**config.mk**
```make
export PLATFORM = sky130hd
export DESIGN_NAME = co2_absorbance_to_ppm
export DESIGN_NICKNAME = d
export VERILOG_FILES = /design/src/hdl/c2a_pkg.sv /design/src/hdl/c2a_div.sv /design/src/hdl/co2_absorbance_to_ppm.sv
export SDC_FILE = /design/constraint.sdc
export NUM_CORES = 1
export LEC_CHECK = 0
export BUFFER_PORTS_ARGS = -buffer_cell sky130_fd_sc_hd__clkbuf_2
export CAP_MARGIN = 15
export CORE_UTILIZATION = 50
export CTS_CLUSTER_SIZE = 10
export DETAILED_ROUTE_END_ITERATION = 8
export PLACE_DENSITY = 0.7
export SETUP_SLACK_MARGIN = 0.3
export SLEW_MARGIN = 20
export SYNTH_ARGS = -nofsm -noshare
export SYNTH_HDL_FRONTEND = slang
export SYNTH_SLANG_ARGS = --single-unit
export TNS_END_PERCENT = 100
```
**constraint.sdc**
```tcl
create_clock -name clk -period 7.33 [get_ports clk]
set_clock_uncertainty 0.05 [all_clocks]
set_input_delay 0.3665 -clock clk [delete_from_list [all_inputs] [get_ports clk]]
set_output_delay 0.3665 -clock clk [all_outputs]
set_load 0.01 [all_outputs]
```
**src/hdl/c2a_pkg.sv**
```systemverilog
// Shared types, constants and segment tables for the CO2 absorbance to ppm block
package c2a_pkg;

	localparam int ADC_BITS_DEF = 10;
	localparam int CNT_W        = 10;
	localparam int TEMP_W       = 12;
	localparam int TLIM_W       = 11;
	localparam int ABS_W        = 10;
	localparam int PPM_W        = 18;
	localparam int DIV_W        = 25;
	localparam int DVS_W        = 10;
	localparam int SEG_W        = 3;
	localparam int PROD_W       = 25;
	localparam int DY_W         = 17;
	localparam int APB_AW       = 5;
	localparam int APB_DW       = 32;

	localparam int ABS_FULL     = 1000;
	localparam int ABS_PPM_MAX  = 523;

	localparam logic [CNT_W-1:0]  LOW_RAIL_RST   = 10'd0;
	localparam logic [CNT_W-1:0]  HIGH_RAIL_RST  = 10'd1023;
	localparam logic [CNT_W-1:0]  CNT_LIMIT_RST  = 10'd4;
	localparam logic [TLIM_W-1:0] TEMP_LIMIT_RST = 11'd16;
	localparam logic [TEMP_W-1:0] ZERO_TEMP_RST  = 12'd400;

	localparam logic [1:0] REQ_MEASURE = 2'd0;
	localparam logic [1:0] REQ_CAPTURE = 2'd1;
	localparam logic [1:0] REQ_CHECK   = 2'd2;
	localparam logic [1:0] REQ_INIT    = 2'd3;

	localparam logic [2:0] REG_LOW_RAIL  = 3'd0;
	localparam logic [2:0] REG_HIGH_RAIL = 3'd1;
	localparam logic [2:0] REG_CNT_LIM   = 3'd2;
	localparam logic [2:0] REG_TEMP_LIM  = 3'd3;
	localparam logic [2:0] REG_DEF_TEMP  = 3'd4;

	typedef struct packed {
		logic             start;
		logic [DIV_W-1:0] dividend;
		logic [DVS_W-1:0] divisor;
	} div_req_t;

	function automatic logic [SEG_W-1:0] seg_of(input logic [ABS_W-1:0] a);
		logic [SEG_W-1:0] s;
		if (a < ABS_W'(30))
			s = 3'd0;
		else if (a < ABS_W'(83))
			s = 3'd1;
		else if (a < ABS_W'(219))
			s = 3'd2;
		else if (a < ABS_W'(364))
			s = 3'd3;
		else
			s = 3'd4;
		return s;
	endfunction

	function automatic logic [ABS_W-1:0] seg_x1(input logic [SEG_W-1:0] s);
		logic [ABS_W-1:0] v;
		case (s)
			3'd0: v = 10'd0;
			3'd1: v = 10'd30;
			3'd2: v = 10'd83;
			3'd3: v = 10'd219;
			3'd4: v = 10'd364;
			default: v = 10'd0;
		endcase
		return v;
	endfunction

	function automatic logic [DVS_W-1:0] seg_dx(input logic [SEG_W-1:0] s);
		logic [DVS_W-1:0] v;
		case (s)
			3'd0: v = 10'd30;
			3'd1: v = 10'd53;
			3'd2: v = 10'd136;
			3'd3: v = 10'd145;
			3'd4: v = 10'd159;
			default: v = 10'd1;
		endcase
		return v;
	endfunction

	function automatic logic [DY_W-1:0] seg_dy(input logic [SEG_W-1:0] s);
		logic [DY_W-1:0] v;
		case (s)
			3'd0: v = 17'd3800;
			3'd1: v = 17'd5700;
			3'd2: v = 17'd30500;
			3'd3: v = 17'd60000;
			3'd4: v = 17'd100000;
			default: v = 17'd0;
		endcase
		return v;
	endfunction

	// y1 * dx, so that the quotient lands on y1 at the segment start
	function automatic logic [DIV_W-1:0] seg_base(input logic [SEG_W-1:0] s);
		logic [DIV_W-1:0] v;
		case (s)
			3'd0: v = 25'd0;
			3'd1: v = 25'd201400;
			3'd2: v = 25'd1292000;
			3'd3: v = 25'd5800000;
			3'd4: v = 25'd15900000;
			default: v = 25'd0;
		endcase
		return v;
	endfunction

endpackage

```
**src/hdl/c2a_div.sv**
```systemverilog
// Serial restoring divider, one quotient bit per cycle
module c2a_div (
	input  logic                      clk,
	input  logic                      arst_n,
	input  c2a_pkg::div_req_t         req,
	output logic                      done,
	output logic [c2a_pkg::DIV_W-1:0] quotient
);

	localparam int DIV_W = c2a_pkg::DIV_W;
	localparam int DVS_W = c2a_pkg::DVS_W;
	localparam int CW    = $clog2(DIV_W);

	logic [DIV_W-1:0] acc_q;
	logic [DVS_W-1:0] rem_q;
	logic [DVS_W-1:0] dvs_q;
	logic [CW-1:0]    cnt_q;
	logic             busy_q;
	logic             done_q;
	logic [DVS_W:0]   trial;
	logic [DVS_W:0]   diff;
	logic             fits;

	assign trial = {rem_q, acc_q[DIV_W-1]};
	assign fits  = trial >= {1'b0, dvs_q};
	assign diff  = trial - {1'b0, dvs_q};

	always_ff @(posedge clk or negedge arst_n) begin
		if (!arst_n) begin
			busy_q <= 1'b0;
			done_q <= 1'b0;
			cnt_q  <= '0;
			acc_q  <= '0;
			rem_q  <= '0;
			dvs_q  <= '0;
		end else begin
			done_q <= 1'b0;
			if (req.start) begin
				acc_q  <= req.dividend;
				rem_q  <= '0;
				dvs_q  <= req.divisor;
				cnt_q  <= CW'(DIV_W - 1);
				busy_q <= 1'b1;
			end else if (busy_q) begin
				acc_q <= {acc_q[DIV_W-2:0], fits};
				rem_q <= fits ? diff[DVS_W-1:0] : trial[DVS_W-1:0];
				if (cnt_q == '0) begin
					busy_q <= 1'b0;
					done_q <= 1'b1;
				end else begin
					cnt_q <= cnt_q - 1'b1;
				end
			end
		end
	end

	assign done     = done_q;
	assign quotient = acc_q;

endmodule

```
**src/hdl/co2_absorbance_to_ppm.sv**
```systemverilog
// Top level: NDIR CO2 absorbance and ppm computation with zero calibration
//
// Input channel (in_valid/in_stall) carries req_type, co2_average and temperature;
// a transaction is taken when in_valid is high and in_stall low. Output channel
// (out_valid/out_stall) returns exactly one result transaction per input.
// Registers must be written over the APB port only while the block is idle;
// the block itself does not enforce this. pready is always high.
// A measure transaction runs the shared serial divider for the absorbance
// division when the zero is valid, then for the ppm segment division when the
// held absorbance is below 523; at 523 or more the held ppm is returned as it
// stands. Capture, check and init transactions pass only through the execute
// and done states. One transaction is in work at a time; in_stall is high
// while it is in work, so the next transaction can be accepted in the cycle
// in which out_valid rises.
// The result register lets the next transaction be accepted while a result
// waits; when out_stall holds the result, the next one finishes and waits.
// Reset clears the held absorbance, ppm and zero, sets the zero temperature to
// 25 degC and the registers to their defaults.
module co2_absorbance_to_ppm #(
	parameter int ADC_BITS = c2a_pkg::ADC_BITS_DEF
) (
	input  logic                              clk,
	input  logic                              arst_n,
	input  logic                              psel,
	input  logic                              penable,
	input  logic                              pwrite,
	input  logic [c2a_pkg::APB_AW-1:0]        paddr,
	input  logic [c2a_pkg::APB_DW-1:0]        pwdata,
	output logic [c2a_pkg::APB_DW-1:0]        prdata,
	output logic                              pready,
	input  logic                              in_valid,
	output logic                              in_stall,
	input  logic [1:0]                        req_type,
	input  logic [c2a_pkg::CNT_W-1:0]         co2_average,
	input  logic signed [c2a_pkg::TEMP_W-1:0] temperature,
	output logic                              out_valid,
	input  logic                              out_stall,
	output logic [c2a_pkg::ABS_W-1:0]         co2_abs,
	output logic [c2a_pkg::PPM_W-1:0]         co2_ppm,
	output logic                              abs_updated,
	output logic                              zero_stable
);

	localparam int CNT_W  = c2a_pkg::CNT_W;
	localparam int TEMP_W = c2a_pkg::TEMP_W;
	localparam int TLIM_W = c2a_pkg::TLIM_W;
	localparam int ABS_W  = c2a_pkg::ABS_W;
	localparam int PPM_W  = c2a_pkg::PPM_W;
	localparam int DIV_W  = c2a_pkg::DIV_W;
	localparam int SEG_W  = c2a_pkg::SEG_W;
	localparam int PROD_W = c2a_pkg::PROD_W;
	localparam int APB_DW = c2a_pkg::APB_DW;
	localparam logic [CNT_W-1:0] AVG_MASK =
		(ADC_BITS >= CNT_W) ? {CNT_W{1'b1}} : CNT_W'((1 << ADC_BITS) - 1);

	typedef enum logic [2:0] {
		S_IDLE, S_EXEC, S_QDIV, S_PPM_MUL, S_PPM_ADD, S_PPM_DIV, S_DONE
	} state_t;

	// configuration
	logic [CNT_W-1:0]  low_rail_q;
	logic [CNT_W-1:0]  high_rail_q;
	logic [CNT_W-1:0]  cnt_lim_q;
	logic [TLIM_W-1:0] temp_lim_q;
	logic [TEMP_W-1:0] def_temp_q;
	logic              cfg_wr;
	logic [2:0]        cfg_idx;

	assign pready  = 1'b1;
	assign cfg_wr  = psel && penable && pwrite;
	assign cfg_idx = paddr[4:2];

	always_ff @(posedge clk or negedge arst_n) begin
		if (!arst_n) begin
			low_rail_q  <= c2a_pkg::LOW_RAIL_RST;
			high_rail_q <= c2a_pkg::HIGH_RAIL_RST;
			cnt_lim_q   <= c2a_pkg::CNT_LIMIT_RST;
			temp_lim_q  <= c2a_pkg::TEMP_LIMIT_RST;
			def_temp_q  <= c2a_pkg::ZERO_TEMP_RST;
		end else if (cfg_wr) begin
			case (cfg_idx)
				c2a_pkg::REG_LOW_RAIL:  low_rail_q  <= pwdata[CNT_W-1:0];
				c2a_pkg::REG_HIGH_RAIL: high_rail_q <= pwdata[CNT_W-1:0];
				c2a_pkg::REG_CNT_LIM:   cnt_lim_q   <= pwdata[CNT_W-1:0];
				c2a_pkg::REG_TEMP_LIM:  temp_lim_q  <= pwdata[TLIM_W-1:0];
				c2a_pkg::REG_DEF_TEMP:  def_temp_q  <= pwdata[TEMP_W-1:0];
				default: ;
			endcase
		end
	end

	always_comb begin
		case (cfg_idx)
			c2a_pkg::REG_LOW_RAIL:  prdata = APB_DW'(low_rail_q);
			c2a_pkg::REG_HIGH_RAIL: prdata = APB_DW'(high_rail_q);
			c2a_pkg::REG_CNT_LIM:   prdata = APB_DW'(cnt_lim_q);
			c2a_pkg::REG_TEMP_LIM:  prdata = APB_DW'(temp_lim_q);
			c2a_pkg::REG_DEF_TEMP:  prdata = {{(APB_DW-TEMP_W){def_temp_q[TEMP_W-1]}}, def_temp_q};
			default:                prdata = '0;
		endcase
	end

	// datapath state
	state_t             state_q;
	logic [1:0]         req_q;
	logic [CNT_W-1:0]   avg_q;
	logic [TEMP_W-1:0]  temp_q;
	logic [CNT_W-1:0]   zero_count_q;
	logic [TEMP_W-1:0]  zero_temp_q;
	logic [ABS_W-1:0]   abs_hold_q;
	logic [PPM_W-1:0]   ppm_hold_q;
	logic               upd_q;
	logic               stable_q;
	logic [SEG_W-1:0]   seg_q;
	logic [PROD_W-1:0]  prod_q;
	logic               out_valid_q;
	logic [ABS_W-1:0]   out_abs_q;
	logic [PPM_W-1:0]   out_ppm_q;
	logic               out_upd_q;
	logic               out_stable_q;

	c2a_pkg::div_req_t  div_req;
	logic               div_done;
	logic [DIV_W-1:0]   div_quot;

	logic               zero_ok;
	logic [CNT_W-1:0]   dc;
	logic [TEMP_W:0]    dt_raw;
	logic [TEMP_W:0]    dt;
	logic               check_ok;
	logic [SEG_W-1:0]   seg;
	logic [ABS_W-1:0]   abs_off;
	logic               in_acc;

	assign in_stall = (state_q != S_IDLE);
	assign in_acc   = in_valid && !in_stall;

	assign zero_ok = (zero_count_q != '0) && (zero_count_q != low_rail_q)
		&& (zero_count_q != high_rail_q);
	assign dc       = (avg_q > zero_count_q) ? (avg_q - zero_count_q) : (zero_count_q - avg_q);
	assign dt_raw   = {temp_q[TEMP_W-1], temp_q} - {zero_temp_q[TEMP_W-1], zero_temp_q};
	assign dt       = dt_raw[TEMP_W] ? (~dt_raw + 1'b1) : dt_raw;
	assign check_ok = (dc <= cnt_lim_q) && (dt <= (TEMP_W+1)'(temp_lim_q));
	assign seg      = c2a_pkg::seg_of(abs_hold_q);
	assign abs_off  = abs_hold_q - c2a_pkg::seg_x1(seg);

	always_comb begin
		div_req.start    = 1'b0;
		div_req.dividend = '0;
		div_req.divisor  = '0;
		case (state_q)
			S_EXEC: begin
				if (req_q == c2a_pkg::REQ_MEASURE && zero_ok) begin
					div_req.start    = 1'b1;
					div_req.dividend = DIV_W'(avg_q) * DIV_W'(c2a_pkg::ABS_FULL);
					div_req.divisor  = zero_count_q;
				end
			end
			S_PPM_ADD: begin
				div_req.start    = 1'b1;
				div_req.dividend = prod_q + c2a_pkg::seg_base(seg_q);
				div_req.divisor  = c2a_pkg::seg_dx(seg_q);
			end
			default: ;
		endcase
	end

	c2a_div u_div (
		.clk      (clk),
		.arst_n   (arst_n),
		.req      (div_req),
		.done     (div_done),
		.quotient (div_quot)
	);

	always_ff @(posedge clk or negedge arst_n) begin
		if (!arst_n) begin
			state_q      <= S_IDLE;
			zero_count_q <= '0;
			zero_temp_q  <= c2a_pkg::ZERO_TEMP_RST;
			abs_hold_q   <= '0;
			ppm_hold_q   <= '0;
			out_valid_q  <= 1'b0;
			upd_q        <= 1'b0;
			stable_q     <= 1'b0;
			req_q        <= '0;
			avg_q        <= '0;
			temp_q       <= '0;
			seg_q        <= '0;
			prod_q       <= '0;
			out_abs_q    <= '0;
			out_ppm_q    <= '0;
			out_upd_q    <= 1'b0;
			out_stable_q <= 1'b0;
		end else begin
			if (out_valid_q && !out_stall && state_q != S_DONE)
				out_valid_q <= 1'b0;
			case (state_q)
				S_IDLE: begin
					if (in_acc) begin
						req_q    <= req_type;
						avg_q    <= co2_average & AVG_MASK;
						temp_q   <= temperature;
						upd_q    <= 1'b0;
						stable_q <= 1'b0;
						state_q  <= S_EXEC;
					end
				end
				S_EXEC: begin
					case (req_q)
						c2a_pkg::REQ_MEASURE: begin
							state_q <= zero_ok ? S_QDIV : S_PPM_MUL;
						end
						c2a_pkg::REQ_CAPTURE: begin
							zero_count_q <= avg_q;
							zero_temp_q  <= temp_q;
							state_q      <= S_DONE;
						end
						c2a_pkg::REQ_CHECK: begin
							stable_q <= check_ok;
							state_q  <= S_DONE;
						end
						default: begin
							zero_count_q <= avg_q;
							zero_temp_q  <= def_temp_q;
							abs_hold_q   <= '0;
							ppm_hold_q   <= '0;
							state_q      <= S_DONE;
						end
					endcase
				end
				S_QDIV: begin
					if (div_done) begin
						if (div_quot <= DIV_W'(c2a_pkg::ABS_FULL)) begin
							abs_hold_q <= ABS_W'(c2a_pkg::ABS_FULL) - div_quot[ABS_W-1:0];
							upd_q      <= 1'b1;
						end
						state_q <= S_PPM_MUL;
					end
				end
				S_PPM_MUL: begin
					if (abs_hold_q >= ABS_W'(c2a_pkg::ABS_PPM_MAX)) begin
						state_q <= S_DONE;
					end else begin
						seg_q   <= seg;
						prod_q  <= PROD_W'(abs_off) * PROD_W'(c2a_pkg::seg_dy(seg));
						state_q <= S_PPM_ADD;
					end
				end
				S_PPM_ADD: begin
					state_q <= S_PPM_DIV;
				end
				S_PPM_DIV: begin
					if (div_done) begin
						ppm_hold_q <= div_quot[PPM_W-1:0];
						state_q    <= S_DONE;
					end
				end
				S_DONE: begin
					if (!out_valid_q || !out_stall) begin
						out_valid_q  <= 1'b1;
						out_abs_q    <= abs_hold_q;
						out_ppm_q    <= ppm_hold_q;
						out_upd_q    <= upd_q;
						out_stable_q <= stable_q;
						state_q      <= S_IDLE;
					end
				end
				default: state_q <= S_IDLE;
			endcase
		end
	end

	assign out_valid   = out_valid_q;
	assign co2_abs     = out_abs_q;
	assign co2_ppm     = out_ppm_q;
	assign abs_updated = out_upd_q;
	assign zero_stable = out_stable_q;

	a_div_done_in_wait: assert property (@(posedge clk) disable iff (!arst_n)
		div_done |-> (state_q == S_QDIV || state_q == S_PPM_DIV))
		else $error("divider finished outside a wait state");

	a_abs_range: assert property (@(posedge clk) disable iff (!arst_n)
		abs_hold_q <= ABS_W'(c2a_pkg::ABS_FULL))
		else $error("held absorbance out of range");

	a_flags_exclusive: assert property (@(posedge clk) disable iff (!arst_n)
		out_valid_q |-> !(out_upd_q && out_stable_q))
		else $error("update and stable flags set together");

	a_accept_to_exec: assert property (@(posedge clk) disable iff (!arst_n)
		in_acc |=> state_q == S_EXEC)
		else $error("accepted transaction not executed");

endmodule

```
## Word-level counts from Yosys, hierarchy flattened

Cells that the tools add are included.

| storage, ports and cells | value |
|---|---|
| output and inout bits | 65 |
| register bits after elaboration | 243 |
| logic and storage cells | 181 |

| cells by class | value |
|---|---|
| eq/ne operators | 31 |
| multipliers | 2 |
| add/sub/neg operators | 9 |
| bitwise logic cells | 3 |
| order comparisons | 10 |
| mux-type cells | 55 |
| reduce and logical (&&, ||, !) cells | 43 |

Operator list:

| operator | number |
|---|---|
| 32-bit case mux with 5 select lines | 1 |
| 24-bit case mux with 4 select lines | 1 |
| 17-bit case mux with 5 select lines | 1 |
| 25-bit two-way mux | 3 |
| 36-bit case mux with 2 select lines | 1 |
| 10-bit two-way mux | 7 |
| 8-bit case mux with 5 select lines | 1 |
| 10-bit subtractor | 4 |
| 18-bit two-way mux | 2 |
| 36-bit two-way mux | 1 |
| 18-bit case mux with 2 select lines | 1 |
| 9-bit case mux with 4 select lines | 1 |
| 17-bit two-way mux | 2 |
| 3-bit two-way mux | 9 |
| 25-bit adder | 1 |
| 25-bit by 10-bit <= comparator with 1-bit output, second input constant | 1 |
| 10-bit by 17-bit multiplier with 25-bit output | 1 |
| 3-bit by 2-bit == test with 1-bit output, second input constant | 8 |
| 12-bit case mux with 2 select lines | 1 |
| 3-bit case mux with 7 select lines | 1 |
| 10-bit != test | 2 |
| 10-bit case mux with 2 select lines | 1 |
| 2-bit AND reduction | 10 |
| 3-bit == test, second input constant | 6 |
| other kinds (40) | 86 |

## Logic depth before layout (Yosys ltp)

Gate-level depths: netlist (run 1).

| depth | value |
|---|---|
| depth after elaboration | 10 |
| depth in mapped cells | 35 |

## Modules after synthesis

From an unflattened synthesis (run 1), not the netlist that was laid out.

| unflattened totals | value |
|---|---|
| cell total of the unflattened synthesis | 2271 |
| area, all modules | 20823.7 um^2 |

By module, submodules not included:

| module | times used | area each (um^2) | seq. area each (um^2) | cells each |
|---|---|---|---|---|
| co2_absorbance_to_ppm | 1 | 17997.3 | 4752.1 | 1974 |
| c2a_div | 1 | 2826.5 | 1301.2 | 297 |

## Least setup slack after synthesis (run 1)

OpenSTA, ideal clock, no wires.

| path | value |
|---|---|
| path kind | register to register |
| start point | register abs_hold_q[1] |
| end point | register prod_q[24] |
| cell stages (with the launch flop) | 34 |
| setup time | 131 ps |
| path buffers | 1 |
| slack | -783 ps |
| data arrival time | 7932 ps |
| cells stage by stage | dfrtp_1 > a211o_1 > a21o_1 > and2_1 > nand2b_1 > clkbuf_1 > o21ai_1 > inv_1 > fa_1 > a21oi_1 > o2111ai_1 > o211ai_1 > xor2_1 > inv_1 > nand2_1 > nor2_1 > fa_1 > fa_1 > inv_1 > fa_1 > inv_1 > fa_1 > inv_1 > fa_1 > inv_1 > ha_1 > nand3_1 > a21o_1 > a21boi_0 > o22ai_1 > o311ai_0 > xnor2_1 > xnor2_1 > o21ai_1 |

| between the ends | value |
|---|---|
| word-level cells in the longest chain between the ends | 10 |
| elaborated cells between the ends (all ways) | 22 |
| classes of those cells | add/sub (1); mul (1); order compare (5); eq/ne (4); mux (8); bitwise (1); reduce/logical (2) |

RTL lines:

| what | RTL line | text |
|---|---|---|
| from (decl) | co2_absorbance_to_ppm.sv:110 | `logic [ABS_W-1:0] abs_hold_q;` |
| from (signal assigned) | co2_absorbance_to_ppm.sv:235 | `abs_hold_q <= ABS_W'(c2a_pkg::ABS_FULL) - div_quot[ABS_W-1:0];` |
| branches (longest 10 deep; another with 10-bit by 17-bit multiplier with 25-bit output) | n/a |  |
| to (signal assigned) | co2_absorbance_to_ppm.sv:246 | `prod_q <= PROD_W'(abs_off) * PROD_W'(c2a_pkg::seg_dy(seg));` |
| to (decl) | co2_absorbance_to_ppm.sv:115 | `logic [PROD_W-1:0] prod_q;` |

Several ways; the timed one is not identified. The select of a mux whose other input is x is not followed.
A chain may end at the register's enable or synchronous reset.

## Worst setup path in the final report (run 1)

| path | value |
|---|---|
| start point | register abs_hold_q[3] |
| end point | register prod_q[24] |

Same word-level chain as after synthesis.

==> results of run 1 <==
[cells in the mapped netlist (all sizes together) (22+ instances only)]
library cell	instances	area, sq um
xor2	41	359
mux2	85	961
nor2b	24	150
nand3	27	135
clkbuf	65	244
dfrtp	223	5580
nor2	160	601
o21ai	143	719
buf	27	194
nand2b	23	144
xnor2	72	631
a21o	42	315
ha	185	2310
a21oi	105	526
nand2	245	920
fa	137	2740
mux2i	59	591
inv	281	1050
nand4	22	138
[worst register-to-register path: cells and delay by family (launching register included)]
| kind | cells | cell delay (ns) |
|---|---|---|
| flip-flops | 1 | 0.41 |
| AO/OA/AOI/OAI | 13 | 2.32 |
| buffers and inverters | 7 | 0.61 |
| AND/OR/NAND/NOR | 6 | 0.49 |
| XOR/XNOR | 2 | 0.29 |
| adder cells (fa/ha/maj) | 7 | 3.04 |
[layout make-up]
type	instances	area [sq um]	area share, %
clock inverters	3	21.3	0.0881
inverters	283	1080	4.49
well taps	532	666	2.76
diodes	1	2.50	0.0104
clock buffers	45	816	3.38
repair buffers	233	1620	6.71
multi-input cells	1647	13900	57.5
flip-flops and latches	241	6060	25.1
[flip-flops by register name, summed over array words and instances (netlist names), 11 cells and up]
name and count:
co2_ppm 18, def_temp_q 12, ppm_hold_q 18, prod_q 23
temp_lim_q 11, temp_q 12, u_div.quotient 25, zero_temp_q 12
[repair_timing]
item | CTS | global route
resized for setup | 41 | 34
pin swaps | 29 | 29
setup buffers | 10 | 10
hold endpoints to repair | 84 | 0
setup endpoints to repair | 12 | 13
hold buffers | 25 | 0
[placed cells by master (no fill, tap or decap), types with 41 or more instances in the layout]
cell and instances:
a21o_1 41, a21oi_1 93, buf_4 90, clkbuf_2 108
dfrtp_1 218, fa_1 131, ha_1 171, inv_1 264
mux2_2 84, mux2i_1 59, nand2_1 237, nor2_1 149
o21ai_0 131, xnor2_1 71
[routing by layer]
| layer | routed length (um) | vias to the layer above | track usage [%] |
|---|---|---|---|
| li1 | - | 7992 | - |
| met1 | 24100 | 8149 | 35.3 |
| met2 | 25300 | 393 | 42.4 |
| met3 | 2220 | 96 | 2.49 |
| met4 | 1500 | 0 | 8.64 |
| met5 | 0 | - | 0 |
[per-stage QoR]
| step | TNS [ns] | instance area (sq um) |
|---|---|---|
| 2_1_floorplan | 0 | 21100 |
| 3_3_place_gp | -0.0130 | 22500 |
| 3_5_place_dp | -0.443 | 22500 |
| 4_1_cts | 0 | 23900 |
| 5_1_grt | -1.88 | 24200 |
| 6_report | -0.0291 | 24200 |
[path summary, 6_finish.rpt]
path | to | cells after the start
setup / recovery | prod_q[24] | 35
hold / removal | req_q[1] | 2
setup reg to reg | prod_q[24] | 35
hold reg to reg | ppm_hold_q[1] | 2
max in group asynchronous | zero_count_q[9] | 3
min in group asynchronous | co2_ppm[4] | 2
[kinds of logic after synthesis]
kind of cell,Yosys count,synth area share (%)
DFF,241,29.1
AOI/OAI and AO/OA,458,13.9
xor gates and xnor gates,113,4.75
adders and majority gates,322,24.3
muxes,144,7.45
and+or+nand+nor,609,13.4
buffers and inverters,375,7.20
other,1,0.0180
==> run metrics, run 1 <==
worst hold path startpoint=req_type[1]; clk slew on worst S/H paths=0.06 ns; max-cap violations=0; crit-path max FO=7; Tmin final=7.35 ns; post-route setup slack=-0.0249 ns; clock root cell=clkbuf_16; post-synthesis cell area=0.0208 sq mm; FF-to-FF Start=abs_hold_q[3]; final setup fails=2; Worst-Skew Late Latency=0.58 ns; share of layout cells above drive strength 1=19.5%; Most Frequent Cell on Critical Path=fa_1; max incr delay on CP=0.54 ns; post-DR vias/cell=5.57; Post-synth EDFFs=0; fmax=136 MHz; Final nets=2825; Layout Utilization=59.0%; CTS tree=built; Final GP Congestion=0.945; CP Launch Type=flop; FFs w/ async S/R, synth=100%; first-pass GRT wire length=86900 um; worst endpoint data arrival time=7.73 ns; Hold Path Class=input port to flop; IO Count=133; CTS H-tree depth=1; vias in the first global route=16743; Starting Density=50.9%; final hold vios=0; area grow syn2layout=16.0%; Synth Warn #=0; RSZ-0062 raised after global routing=yes; DRC viols=0; FILL cells=3482; worst setup path startpoint=abs_hold_q[3]; core box area=0.0409 sq mm; Most used DFF post-synth=dfrtp_1; grt ovf=0; initial antenna violation count=1; Final Max Slew Viols=0; Syn Area/Cell=9.21 sq um; slowest CP cell=fa_2; dpl cells=2889; drt wl/cell=17.8 um; fin crit share=100%; IO Port Bufs=109; crit-path leading delay family=adder cells; Seq/Total Area, Yosys=29.1%; failing checks=setup timing; Num CTS Buffers=29; R2R Setup Slk=-0.02 ns; die height=206 um; Slew @ Worst Pin=1.04 ns; Finished Layout Cells=2985; Worst setup EP type=flop; Yosys cell types=78; DP Worst Slack=-0.101 ns; status=complete, but fails checks; Routed Antenna Nets=0; detailed placer's ending HPWL=40900 um; CP Class=flop to flop; DIE AREA=0.0425 sq mm; largest net degree at the start of global routing=183; Die X=206 um; Buf/Inv on CP=7; Required @ worst endpoint=7.71 ns; clock sinks=241; CTS Buffer Depth=3; Yosys reg bits=241; Synth Instances=2263; Row Count=74; syn_nets=2653; Slew Limit Headroom=30.4%; DRT iter0 DRCs=1201; GRT Resource Usage Total=25.7%; DR vias=16630; overall routed net length=53000 um; Hold Worst Slack=0.0380 ns; DRT Pass-1 Iters=5
Power of run 1 is left out: the tool's default activity adds up to more than one toggle a clock period on the data nets, which glitch-free logic cannot reach.
==> inputs of run 2 (changes only) <==
BUFFER_PORTS_ARGS = -buffer_cell sky130_fd_sc_hd__buf_4   (was -buffer_cell sky130_fd_sc_hd__clkbuf_2)
PLACE_DENSITY = 0.68   (was 0.7)
clock period = 9.15 ns   (was 7.33 ns; I/O delays follow)
==> run 2 against run 1 <==
  * The flow now finishes without violations
  * Sequential share of layout area grew 1.2 points
  * Critical path depth shrank 3
  * Flip-flop and latch count is the same
  * Routed wire length shrank 0.68%
  * Die area is the same
  * Largest cell class unchanged
  * Final cell count shrank 3.2%
  * Worst setup slack gained 0.74 ns
  * Global-route usage shrank 0.41 points
  * Non-clock buffer count shrank 95
  * Design area shrank 4.7%
==> run metrics, run 2 (same netlist as run 1, synthesis figures left out) <==
initial antenna violation count=0 (-1); CTS H-tree depth=1 (unchanged); fmax=119 MHz (-13%); DR vias=16464 (-1.0%); final hold vios=0 (unchanged); commonest cells after routing, fill and taps aside=inv_1, nand2_1, dfrtp_1; detailed placer's ending HPWL=41000 um (about the same); ANT cells=0 (-1); core box area=0.0409 sq mm (unchanged); clock sinks=241 (unchanged); Worst setup EP type=flop; die height=206 um (unchanged); Routed Antenna Nets=0 (unchanged); Die X=206 um (unchanged); clock root cell=clkbuf_16; Final nets=2730 (-3.4%); largest net degree at the start of global routing=115 (-37%); DIE AREA=0.0425 sq mm (unchanged); Hold Crit Depth=3 (+1); Final TNS setup=0 ns (+0.0291 ns); worst endpoint data arrival time=8.81 ns (+1.08 ns); DRC viols=0 (unchanged); share of layout cells above drive strength 1=13.2% (-6.4 points); CTS Buffer Depth=3 (unchanged); Slew Limit Headroom=25.8% (-4.6 points); area grow syn2layout=10.5%; Final Max Slew Viols=0 (unchanged); post-route setup slack=0.713 ns (+0.738 ns); number of flip-flops in the largest register=25 (unchanged); status=completed; CP Launch Type=flop; RSZ-0062 raised after global routing=yes; IO Count=133 (unchanged); drt wl/cell=18.2 um (+2.6%); commonest non-fill, non-tap cell in the layout=inv_1; FILL cells=3639 (+4.5%); fin crit share=92.2% (-8.1 points); DP Worst Slack=0.433 ns (+0.534 ns); DRT iter0 DRCs=1025 (-15%); Num CTS Buffers=29 (unchanged); Tmin final=8.44 ns (+1.08 ns); vias in the first global route=16180 (-3.4%); IO Port Bufs=109 (unchanged); Row Count=74 (unchanged); Hold Path Class=input port to flop; Slew @ Worst Pin=1.10 ns (+0.0578 ns); Final GP Congestion=0.940 (-0.53%); slowest CP cell=fa_1; max incr delay on CP=0.55 ns (about the same); Post-CTS Setup Bufs=0 (-10); post-DR vias/cell=5.70 (+2.3%); reg2reg path depth=32 (-8.6%); DRT Pass-1 Iters=5 (unchanged); final setup fails=0 (-2); Hold Worst Slack=0.0396 ns (+0.00158 ns); CTS tree=built; crit-path max FO=7 (unchanged); GRT Resource Usage Total=25.3% (-0.41 points); Worst-Skew Late Latency=0.57 ns (about the same); Starting Density=50.9% (unchanged); clk slew on worst S/H paths=0.06 ns (about the same); overall routed net length=52700 um (-0.68%); Required @ worst endpoint=9.52 ns (+1.81 ns); CP Class=flop to flop; max-cap violations=0 (unchanged); first-pass GRT wire length=84900 um (-2.3%); grt ovf=0 (unchanged)
[run 2: cell count changes in the layout (fill, tap and decap cells not counted), moves of 9 or more]
cell and delta:
a21oi_1 +11, a21oi_2 -10, buf_4 +45, clkbuf_2 -108, dlygate4sd3_1 -24, ha_1 +14, ha_4 -13, inv_1 +16
inv_2 -12, nor2_1 +9
[run 2: stage by stage]
stage	std cells	cell area [sq um]	util, %
after global routing	2889	23000	56.2
after CTS	2888	23000	56.1
after global placement	2839	22100	54.0
final	2889	23000	56.2
after floorplan	2263	20800	-
after detailed placement	2839	22100	54.0
[run 2: worst paths after layout]
| path | slack [ns] | from | end |
|---|---|---|---|
| max | 0.71 | abs_hold_q[1] | prod_q[24] |
| min | 0.04 | co2_average[4] | avg_q[4] |
| max reg2reg | 0.71 | abs_hold_q[1] | prod_q[24] |
| min reg2reg | 0.43 | ppm_hold_q[4] | ppm_hold_q[4] |
| max in group asynchronous | 6.43 | arst_n | u_div.rem_q[4] |
| min in group asynchronous | 0.47 | arst_n | zero_count_q[6] |
[run 2: layout make-up]
type / instances / area (sq um) / share of cell area (%)
multi-input cells: 1647 / 13300 / 57.9
flip-flops and latches: 241 / 6050 / 26.3
repair buffers: 138 / 1070 / 4.63
inverters: 283 / 1060 / 4.62
clock buffers: 44 / 792 / 3.44
well taps: 532 / 666 / 2.89
clock inverters: 4 / 48.8 / 0.212
[run 2: repair_timing]
action	CTS	global route
gates resized for setup	0	5
setup endpoints to repair	0	8
hold buffers	1	0
hold endpoints to repair	15	0
[run 2: routing by layer]
layer  up-vias  wire (um)  GRT usage [%]
met5         -          0              0
met1      8159      23300           34.9
met3        70       2800           2.76
met4         0       1070           6.28
met2       424      25500           42.3
li1       7811          -              -
[run 2: critical path, delay by kind of cell (launching register included)]
family	cells	cell delay [ns]
DFF	1	0.49
AOI/OAI and AO/OA	11	2.45
buffers and inverters	6	0.54
and+or+nand+nor	5	0.70
xor gates and xnor gates	3	0.63
adders and majority gates	7	3.45
Power of run 2 is left out for the same reason.
==> inputs of run 3 (changes only) <==
RECOVER_POWER = 50   (was default)
==> run 3 against run 2 <==
  * The flow now finishes with violations (capacitance limit, slew limit)
  * Flip-flop and latch count did not move
  * Final cell count did not move
  * Design area fell by 0.78%
  * Worst hold slack improved by 0.0019 ns
  * Critical path depth did not move
  * Clock-buffer cell count did not move
  * Via count rose by 0.26%
  * Die area did not move
  * Worst setup slack got worse by 0.023 ns
==> run metrics, run 3 (same netlist as run 1, synthesis figures left out) <==
GRT Resource Usage Total=25.3% (unchanged); CP Launch Type=flop; grt ovf=0 (unchanged); final setup fails=0 (unchanged); DRC viols=0 (unchanged); Required @ worst endpoint=9.52 ns (about the same); Die X=206 um (unchanged); Final Max Slew Viols=227 (+227); crit-path leading delay family=adder cells; clock sinks=241 (unchanged); max incr delay on CP=0.55 ns (about the same); reg2reg path depth=32 (unchanged); DIE AREA=0.0425 sq mm (unchanged); CTS tree=built; failing checks=capacitance limit, slew limit; final hold vios=0 (unchanged); overall routed net length=52600 um (about the same); ANT cells=0 (unchanged); share of layout cells above drive strength 1=11.3% (-1.8 points); CTS H-tree depth=1 (unchanged); Final nets=2730 (unchanged); Hold Crit Depth=3 (unchanged); Finished Layout Cells=2889 (unchanged); Worst setup EP type=flop; CTS Buffer Depth=3 (unchanged); commonest cells after routing, fill and taps aside=inv_1, nand2_1, dfrtp_1; clock root cell=clkbuf_16; Buf/Inv on CP=6 (unchanged); slowest CP cell=fa_1; Slew @ Worst Pin=6.41 ns (+5.31 ns); dpl cells=2839 (unchanged); DRT iter0 DRCs=1069 (+4.3%); first-pass GRT wire length=84900 um (unchanged); number of flip-flops in the largest register=25 (unchanged); DR vias=16506 (+0.26%); vias in the first global route=16180 (unchanged); max-cap violations=5 (+5); clk slew on worst S/H paths=0.06 ns (about the same); DRT Pass-1 Iters=9 (+4); status=complete, but fails checks; CP Class=flop to flop; Routed Antenna Nets=0 (unchanged); detailed placer's ending HPWL=41000 um (unchanged); area grow syn2layout=9.63%; largest net degree at the start of global routing=115 (unchanged); fin crit share=92.5% (+0.25 points); Row Count=74 (unchanged); drt wl/cell=18.2 um (about the same); initial antenna violation count=0 (unchanged); Worst-Skew Late Latency=0.57 ns (about the same); worst endpoint data arrival time=8.83 ns (+0.02 ns); crit-path max FO=7 (unchanged); core box area=0.0409 sq mm (unchanged); Num CTS Buffers=29 (unchanged); IO Count=133 (unchanged); Starting Density=50.9% (unchanged); Final TNS setup=0 ns (unchanged); RSZ-0062 raised after global routing=yes; Tmin final=8.46 ns (+0.0228 ns); post-DR vias/cell=5.71 (+0.26%); FILL cells=3682 (+1.2%); Slew Limit Headroom=-327% (-350 points); Final GP Congestion=0.940 (unchanged); IO Port Bufs=109 (unchanged); fmax=118 MHz (-0.27%); commonest non-fill, non-tap cell in the layout=inv_1; Hold Path Class=input port to flop; die height=206 um (unchanged); WP depth=32 (unchanged)
run 3: cell count changes in the layout (fill, tap and decap cells not counted), sizes merged:
cell,delta
clkbuf,+43
buf,-43
run 3: tightest hold or removal path, cell delays in order:
cell     delay, ns
buf_4         0.08
nand2_1       0.03
o21ai_0       0.06
run 3: timing repair:
item | in CTS | in global routing
gates resized for setup | 0 | 5
setup endpoints to repair | 0 | 8
hold buffers | 1 | 0
buffers inserted | 0 | 0
hold endpoints to repair | 15 | 0
run 3: area by class of cell:
cell class	count	area [sq um]	area share, %
clock buffers	44	792	3.47
well taps	532	666	2.91
flip-flops and latches	241	6050	26.5
multi-input cells	1647	13300	58.3
inverters	283	1060	4.65
repair buffers	138	898	3.93
clock inverters	4	48.8	0.214
run 3: through the flow:
| step | area (sq um) | utilization, % | hold slack [ns] | setup slack (ns) |
|---|---|---|---|---|
| floorplan | 20800 | - | 0.112 | 1.04 |
| global placement | 22100 | 54.0 | 0.413 | 0.539 |
| detailed placement | 22100 | 54.0 | 0.420 | 0.433 |
| CTS | 23000 | 56.1 | 0.0255 | 0.419 |
| global route | 22800 | 55.8 | 0.0507 | 0.230 |
| finish | 22800 | 55.8 | 0.0415 | 0.691 |
run 3: worst paths after layout:
check / from / to / slack [ns]
max: abs_hold_q[1] / prod_q[24] / 0.69
min: co2_average[4] / avg_q[4] / 0.04
max reg2reg: abs_hold_q[1] / prod_q[24] / 0.69
min reg2reg: prod_q[2] / u_div.quotient[2] / 0.44
max in group asynchronous: arst_n / out_valid / 1.77
min in group asynchronous: arst_n / zero_count_q[6] / 2.73
run 3: layer usage:
layer | wire length (um) | global-route usage, % | vias up
met5 | 0 | 0 | -
met4 | 1030 | 6.28 | 0
met3 | 2670 | 2.76 | 66
met2 | 25400 | 42.3 | 422
met1 | 23500 | 34.9 | 8209
li1 | - | - | 7809
Power of run 3 is left out for the same reason.
